===== config.mk =====
export PLATFORM = sky130hd
export DESIGN_NAME = interlaced_pair_quantizer
export DESIGN_NICKNAME = d
export VERILOG_FILES = /design/src/hw/rtl/ipq_pkg.sv /design/src/hw/rtl/interlaced_pair_quantizer.sv /design/src/hw/rtl/ipq_lane.sv
export SDC_FILE = /design/constraint.sdc
export NUM_CORES = 2
export LEC_CHECK = 0
export ABC_CLOCK_PERIOD_IN_PS = 31700
export BUFFER_PORTS_ARGS = -buffer_cell sky130_fd_sc_hd__clkbuf_2
export CAP_MARGIN = 10
export CORE_ASPECT_RATIO = 1.4
export CORE_MARGIN = 2
export CORE_UTILIZATION = 50
export CTS_CLUSTER_SIZE = 20
export DETAILED_ROUTE_END_ITERATION = 10
export PLACE_DENSITY = 0.73
export SLEW_MARGIN = 40
export SYNTH_ARGS = -nofsm -noshare
export SYNTH_HDL_FRONTEND = slang
export SYNTH_SLANG_ARGS = --single-unit
export TNS_END_PERCENT = 20

===== constraint.sdc =====
create_clock -name clk -period 31.7 [get_ports clk]
set_input_delay 1.585 -clock clk [delete_from_list [all_inputs] [get_ports clk]]
set_output_delay 1.585 -clock clk [all_outputs]
set_load 0.01 [all_outputs]

===== src/hw/rtl/ipq_pkg.sv =====
// Shared constants and types of the interlaced pair quantizer.
// Used by ipq_lane and interlaced_pair_quantizer; depends on nothing.
package ipq_pkg;

	localparam int VALUE_W = 16;
	localparam int SCALE_W = 19;
	localparam int STEP_W  = 4;
	localparam int JOINT_W = 5;
	localparam int CODE_W  = 8;

	localparam logic [SCALE_W-1:0] MID_SCALE = 19'd245760;
	localparam logic [SCALE_W:0]   ONE_STEP  = 20'd32768;
	localparam logic [14:0]        WIN_LO    = 15'd8192;
	localparam logic [14:0]        WIN_HI    = 15'd24576;

	localparam logic signed [VALUE_W-1:0] VALUE_MIN = -16'sd16384;
	localparam logic signed [VALUE_W-1:0] VALUE_MAX = 16'sd16384;

	// Register index of the interlace enable bit.
	localparam logic REG_INTERLACE = 1'b0;

	typedef logic [SCALE_W-1:0] scale_t;
	typedef logic [STEP_W-1:0]  step_t;

endpackage


===== src/hw/rtl/interlaced_pair_quantizer.sv =====
// Top level of the interlaced pair quantizer: pipeline, history store, register port.
// Depends on ipq_pkg and ipq_lane.
//
// Usage:
// An item (joint_index, left_value, right_value) is transferred on the input
// channel at a clock edge where in_valid is high and in_stall is low. Each
// item produces exactly one result (packed_code, left_step, right_step) on the
// output channel, transferred where out_valid is high and out_stall is low.
// The item is first captured in an input register; when the output register
// is empty or drained, it moves through the scaling, interlacing and
// rounding logic into the output register, from which its result is
// offered. One item is taken every cycle while the output does not stall;
// the per-joint history is read and updated in the same cycle, so
// consecutive items on one joint see each other's updates.
// When the receiver stalls, the output register holds its result and the
// input register fills; in_stall then rises until the output drains.
// Reset empties both registers, clears interlace_enable and sets every
// history entry to mid scale at once. The register interlace_enable lies at
// byte address 0 and is written with an ordinary setup and access cycle.
module interlaced_pair_quantizer #(
	parameter int JOINTS = 20
) (
	input  logic                               clk,
	input  logic                               arst_n,
	input  logic                               in_valid,
	output logic                               in_stall,
	input  logic [ipq_pkg::JOINT_W-1:0]        joint_index,
	input  logic signed [ipq_pkg::VALUE_W-1:0] left_value,
	input  logic signed [ipq_pkg::VALUE_W-1:0] right_value,
	output logic                               out_valid,
	input  logic                               out_stall,
	output logic [ipq_pkg::CODE_W-1:0]         packed_code,
	output ipq_pkg::step_t                     left_step,
	output ipq_pkg::step_t                     right_step,
	input  logic                               psel,
	input  logic                               penable,
	input  logic                               pwrite,
	input  logic [2:0]                         paddr,
	input  logic [31:0]                        pwdata,
	output logic [31:0]                        prdata,
	output logic                               pready
);
	import ipq_pkg::*;

	localparam int IDX_W = (JOINTS > 1) ? $clog2(JOINTS) : 1;

	// Input register stage.
	logic                      valid_s1;
	logic [JOINT_W-1:0]        joint_s1;
	logic signed [VALUE_W-1:0] left_s1;
	logic signed [VALUE_W-1:0] right_s1;

	// Output register stage.
	logic       valid_s2;
	step_t      left_step_s2;
	step_t      right_step_s2;

	logic       interlace_q;
	scale_t     left_hist_q  [JOINTS];
	scale_t     right_hist_q [JOINTS];

	logic       advance;
	logic       fire;
	logic       joint_ok;
	logic [6:0] joint_ext;
	logic [IDX_W-1:0] joint_idx;
	scale_t     left_old;
	scale_t     right_old;
	scale_t     left_new;
	scale_t     right_new;
	step_t      left_q;
	step_t      right_q;

	// The output register takes a new result whenever it is empty or drained.
	assign advance  = !valid_s2 || !out_stall;
	assign fire     = valid_s1 && advance;
	assign in_stall = valid_s1 && !advance;

	assign joint_ext = {2'b00, joint_s1};
	assign joint_idx = joint_ext[IDX_W-1:0];
	assign joint_ok  = joint_ext < 7'(JOINTS);

	// History is read for every item and used only when interlacing; a joint outside the store uses mid scale.
	always_comb begin
		if (joint_ok) begin
			left_old  = left_hist_q[joint_idx];
			right_old = right_hist_q[joint_idx];
		end else begin
			left_old  = MID_SCALE;
			right_old = MID_SCALE;
		end
	end

	ipq_lane u_left (
		.value    (left_s1),
		.old      (left_old),
		.enable   (interlace_q),
		.hist_new (left_new),
		.step     (left_q)
	);

	ipq_lane u_right (
		.value    (right_s1),
		.old      (right_old),
		.enable   (interlace_q),
		.hist_new (right_new),
		.step     (right_q)
	);

	always_ff @(posedge clk or negedge arst_n) begin
		if (!arst_n) begin
			valid_s1 <= 1'b0;
		end else if (!in_stall) begin
			valid_s1 <= in_valid;
		end
	end

	always_ff @(posedge clk) begin
		if (in_valid && !in_stall) begin
			joint_s1 <= joint_index;
			left_s1  <= left_value;
			right_s1 <= right_value;
		end
	end

	always_ff @(posedge clk or negedge arst_n) begin
		if (!arst_n) begin
			valid_s2 <= 1'b0;
		end else if (advance) begin
			valid_s2 <= valid_s1;
		end
	end

	always_ff @(posedge clk) begin
		if (fire) begin
			left_step_s2  <= left_q;
			right_step_s2 <= right_q;
		end
	end

	// The history entry is updated as its item leaves the input register, when interlacing and the joint is in the store.
	always_ff @(posedge clk or negedge arst_n) begin
		if (!arst_n) begin
			for (int i = 0; i < JOINTS; i++) begin
				left_hist_q[i]  <= MID_SCALE;
				right_hist_q[i] <= MID_SCALE;
			end
		end else if (fire && interlace_q && joint_ok) begin
			left_hist_q[joint_idx]  <= left_new;
			right_hist_q[joint_idx] <= right_new;
		end
	end

	// Register port: one register, written in the access cycle.
	always_ff @(posedge clk or negedge arst_n) begin
		if (!arst_n) begin
			interlace_q <= 1'b0;
		end else if (psel && penable && pwrite && pready && (paddr[2] == REG_INTERLACE)) begin
			interlace_q <= pwdata[0];
		end
	end

	assign pready = 1'b1;
	assign prdata = (paddr[2] == REG_INTERLACE) ? {31'd0, interlace_q} : 32'd0;

	assign out_valid   = valid_s2;
	assign left_step   = left_step_s2;
	assign right_step  = right_step_s2;
	assign packed_code = {left_step_s2, right_step_s2};

endmodule


===== src/hw/rtl/ipq_lane.sv =====
// One side of the quantizer: scaling, interlacing against history, rounding.
// Depends on ipq_pkg.
module ipq_lane (
	input  logic signed [ipq_pkg::VALUE_W-1:0] value,
	input  ipq_pkg::scale_t                    old,
	input  logic                               enable,
	output ipq_pkg::scale_t                    hist_new,
	output ipq_pkg::step_t                     step
);
	import ipq_pkg::*;

	logic signed [VALUE_W-1:0] sat;
	logic [VALUE_W-1:0]        offset;
	logic [SCALE_W:0]          scaled;
	logic                      in_window;
	logic [SCALE_W:0]          low;
	logic [SCALE_W:0]          up;
	logic [SCALE_W:0]          old_ext;
	logic [SCALE_W:0]          dlow;
	logic [SCALE_W:0]          dup;
	logic [SCALE_W:0]          dnear;
	logic [SCALE_W:0]          dfar;
	logic [SCALE_W:0]          chosen;
	logic [SCALE_W+1:0]        rounded;

	always_comb begin
		if (value < VALUE_MIN) begin
			sat = VALUE_MIN;
		end else if (value > VALUE_MAX) begin
			sat = VALUE_MAX;
		end else begin
			sat = value;
		end
		offset = VALUE_W'(sat - VALUE_MIN);
		// Times fifteen as a shift and a subtract.
		scaled = ({offset, 4'b0000} - {4'b0000, offset});

		in_window = (scaled[14:0] >= WIN_LO) && (scaled[14:0] <= WIN_HI);
		low     = {scaled[SCALE_W:15], 15'd0};
		up      = low + ONE_STEP;
		old_ext = {1'b0, old};
		dlow    = (low > old_ext) ? (low - old_ext) : (old_ext - low);
		dup     = (up > old_ext) ? (up - old_ext) : (old_ext - up);

		// A far lower step turns the choice around toward the nearer one.
		if (dlow > ONE_STEP) begin
			dnear = dup;
			dfar  = dlow;
		end else begin
			dnear = dlow;
			dfar  = dup;
		end

		if (enable && in_window) begin
			chosen = (dnear < dfar) ? up : low;
		end else begin
			chosen = scaled;
		end

		hist_new = chosen[SCALE_W-1:0];
		rounded  = {1'b0, chosen} + (SCALE_W+2)'(16384);
		if (rounded[SCALE_W+1:15] > 6'd15) begin
			step = 4'd15;
		end else begin
			step = rounded[18:15];
		end
	end

endmodule

==> results.md <==
## CTS
• **clk slew on worst S/H paths** 60 ps
• **post-cts repair resize count** 0
• **post-CTS setup repair buffer count** 0
• **Inserted Clock Buffers** 83
• **post-cts hold buffer count** 0
• **Worst-Skew Late Latency** 640 ps
• **# H-tree levels** 3
• **clock sink total** 808
• **largest buffer count on any clock path** 3
• **CTS tree** done
• **CTS Root Cell** clkbuf_16

## GRT
• **aggregate global-route resource usage** 27.6%
• **via count of the first global-routing pass** 34.8k
• **global-route wire length before repair** 194 mm
• **maximum number of pins on one net before global-route repair** 109
• **number of antenna violations at the first check in global routing** 1
• **overflow left after global routing** 0

## Place
• **port buffer count** 64
• **placer's final routability congestion estimate** 0.945
• **detailed placement HPWL** 80.5 mm
• **placement-stage cell area** 45100 um^2

## Floorplan
• **Placement Rows** 128
• **die width** 254 um
• **count of boundary I/O pins** 130
• **DIE AREA** 89900 um^2
• **starting utilization of the core area** 50.4%
• **core box area** 86800 um^2
• **y dimension of the die** 354 um

## Routing
• **wire length after detailed routing** 123 mm
• **Avg Vias per Cell** 5.98
• **Residual DRC** 0
• **post-detailed-route count of antenna-violating nets** 0
• **number of vias in the routed layout** 34.4k
• **DRC violation total after the first TritonRoute iteration** 3111
• **per-cell routed wire length** 21.4 um
• **drt first pass iters** 6

## Synth
• **multiplexer fraction of the synthesized cell area** 10.4%
• **area share of the largest cell type after synthesis** 34.5%
• **post-synthesis instance area** 43800 um^2
• **sequential fraction of the synthesis area** 47.2%
• **area leader, netlist** dfrtp_1
• **async set-reset flop share out of synthesis** 94.4%
• **average footprint of a synthesized cell** 9.44 um^2
• **main flop type after synthesis** dfrtp_1
• **xor/xnor cell area share of the yosys netlist** 2.58%
• **number of instances in the synthesized netlist** 4638
• **arithmetic-cell share of the synthesized area counting full adders, half adders and majority gates** 2.69%
• **Synth Register Bits** 808
• **ranking of synthesized cells by area** dfrtp_1 34%, nand2_1 10%, dfstp_2 9.6%, o21ai_0 7.4%, mux4_2 5.5%
• **dominant combinational cell family by area after synthesis** simple AND/OR/NAND/NOR gates
• **Unique masters post-synth** 119
• **area fraction in and, or, nand and nor cells after synthesis** 16.6%
• **fraction of the mapped netlist area in compound gates** 15.5%
• **number of warning messages in the yosys log** 0
• **number of enable-type register cells in the synthesized netlist** 45

## Timing
• **Worst Hold Slack** 457 ps
• **Worst Skew** 16.3 ps
• **final cycle utilization of the critical path** 42.3%
• **Final Setup Violations** 0
• **transition time at the pin with the least slew margin** 887 ps
• **maximum clock frequency** 74.7 MHz
• **count of final hold-check violations** 0
• **final-layout setup total negative slack** 0 ps
• **max-slew headroom at the worst pin** 40.9%
• **unrepaired setup endpoints after global routing** no
• **post-route minimum period** 13390 ps
• **number of slew-limit violations in the final report** 0

## Outcome
• **result of the run** finished clean

## Worst hold path
• **class of the worst hold path** flip-flop to flip-flop

## Setup path
• **CP bufs+invs** 3
• **Req. time, crit path** 32060 ps
• **setup slack, reg-to-reg** 18310 ps
• **library cell contributing the largest single delay on the critical path** or4_4
• **Arrival @ worst endpoint** 13750 ps
• **largest fanout on the critical path** 18
• **CP Launch Type** flip-flop
• **Critical Setup Path Class** flip-flop to flip-flop
• **critical path's top delay family** compound AO/OA/AOI/OAI gates
• **Critical Path Max Stage Delay** 620 ps
• **Setup crit end kind** flip-flop

## Pwr
• **relative contribution of the clock network to total power** 29.8%
• **share of total power consumed by net switching** 35.2%
• **Overall Power** 0.00336 W
• **Sw Pwr** 0.00118 W
• **internal power summed over all cells** 0.00218 W
• **ratio of total power to cell area** 70.1 nW/um^2
• **worst-case vdd ir drop** 45.6 uV
• **Comb pwr share** 32.7%
• **portion of total power attributed to sequential cells** 37.5%
• **Leakage Power** 21.4 nW

## Finish
• **commonest non-fill, non-tap cells in the layout** 1196 x nand2_1, 645 x o21ai_0, 603 x dfrtp_1
• **final net count** 4689
• **Util after Layout** 55.2%
• **Antenna diodes** 0
• **share of cells above drive strength 1** 14.8%
• **fillcell total** 7565
• **final design instance area without fill** 47900 um^2
• **commonest non-fill, non-tap cell in the layout** nand2_1
• **relative area change from synthesis to final layout** 9.56%

## Job
• **max cap viols** 0

final cells by class:
class	count	area (um^2)	area share [%]
multi-input cells	3390	21300	44.5
clock buffers	126	2570	5.37
flip-flops and latches	808	20600	43.1
inverters	86	323	0.673
clock inverters	26	225	0.470
repair buffers	151	1370	2.86
well taps	1170	1460	3.05
kinds of logic after synthesis:
logic type | count (synthesis)
flops | 808
xor+xnor | 124
simple gates | 1700
other cells | 2
compound gates | 1123
buf+inv | 470
fa+ha+maj | 92
mux | 319
per-stage QoR:
stage	std cells	worst slack, ps
CTS	5755	18420
finish	5757	18310
global placement	5582	18390
floorplan	4668	20210
detailed placement	5603	18540
global route	5757	17420
flip-flops by register name, summed over array words and instances, names as in the netlist:
| register | cells |
|---|---|
| interlace_q | 1 |
| joint_idx | 5 |
| left_hist_q | 380 |
| left_s1 | 16 |
| left_step | 4 |
| out_valid | 1 |
| right_hist_q | 380 |
| right_s1 | 16 |
| right_step | 4 |
| valid_s1 | 1 |
tightest hold or removal path, delay by kind of cell, from the launching register on:
kind             cells  cell delay, ps
flip-flops           1             370
AND/OR/NAND/NOR      2              90
routing by layer:
| metal | global-route usage (%) | wire (um) | up-vias |
|---|---|---|---|
| met2 | 48.5 | 62500 | 1221 |
| li1 | - | - | 15831 |
| met3 | 4.14 | 6950 | 357 |
| met5 | 0 | 0 | - |
| met1 | 32.5 | 47400 | 16998 |
| met4 | 14.5 | 6560 | 0 |
worst paths after layout:
check / from / to / cells after the start
max: right_s1[1]$_DFFE_PP_ / right_step[2]$_SDFFCE_PN1P_ / 52
min: left_hist_q[129]$_DFFE_PN1P_ / left_hist_q[129]$_DFFE_PN1P_ / 2
max reg2reg: right_s1[1]$_DFFE_PP_ / right_step[2]$_SDFFCE_PN1P_ / 52
min reg2reg: left_hist_q[129]$_DFFE_PN1P_ / left_hist_q[129]$_DFFE_PN1P_ / 2
max in group asynchronous: arst_n / right_hist_q[175]$_DFFE_PN0P_ / 6
min in group asynchronous: arst_n / right_hist_q[29]$_DFFE_PN0P_ / 1
synthesized netlist by cell type (25+ instances only):
| cell | count |
|---|---|
| nand2_1 | 1206 |
| o21ai_0 | 647 |
| dfrtp_1 | 603 |
| clkbuf_1 | 266 |
| mux2i_1 | 203 |
| dfstp_2 | 160 |
| nor2_1 | 152 |
| mux4_2 | 107 |
| a21oi_1 | 104 |
| xnor2_1 | 88 |
| ha_1 | 86 |
| inv_1 | 85 |
| nand3_1 | 69 |
| a22oi_1 | 47 |
| buf_4 | 45 |
| edfxtp_1 | 45 |
| nor2b_1 | 40 |
| o22ai_1 | 40 |
| nor3_1 | 39 |
| buf_2 | 37 |
| a21o_1 | 35 |
| nand2b_1 | 32 |
| xor2_1 | 32 |
| and3_1 | 28 |
| o21ai_1 | 25 |
power by group through the flow:
stage          clock (W)  combinational (W)  sequential (W)
4_1_cts          0.00101            0.00109         0.00126
2_1_floorplan          0           0.000804         0.00126
3_5_place_dp           0            0.00108         0.00128
5_1_grt          0.00105            0.00122         0.00128
6_report         0.00100            0.00110         0.00126
3_3_place_gp           0            0.00105         0.00127
Note: power is estimated with default switching activity, not from simulation.
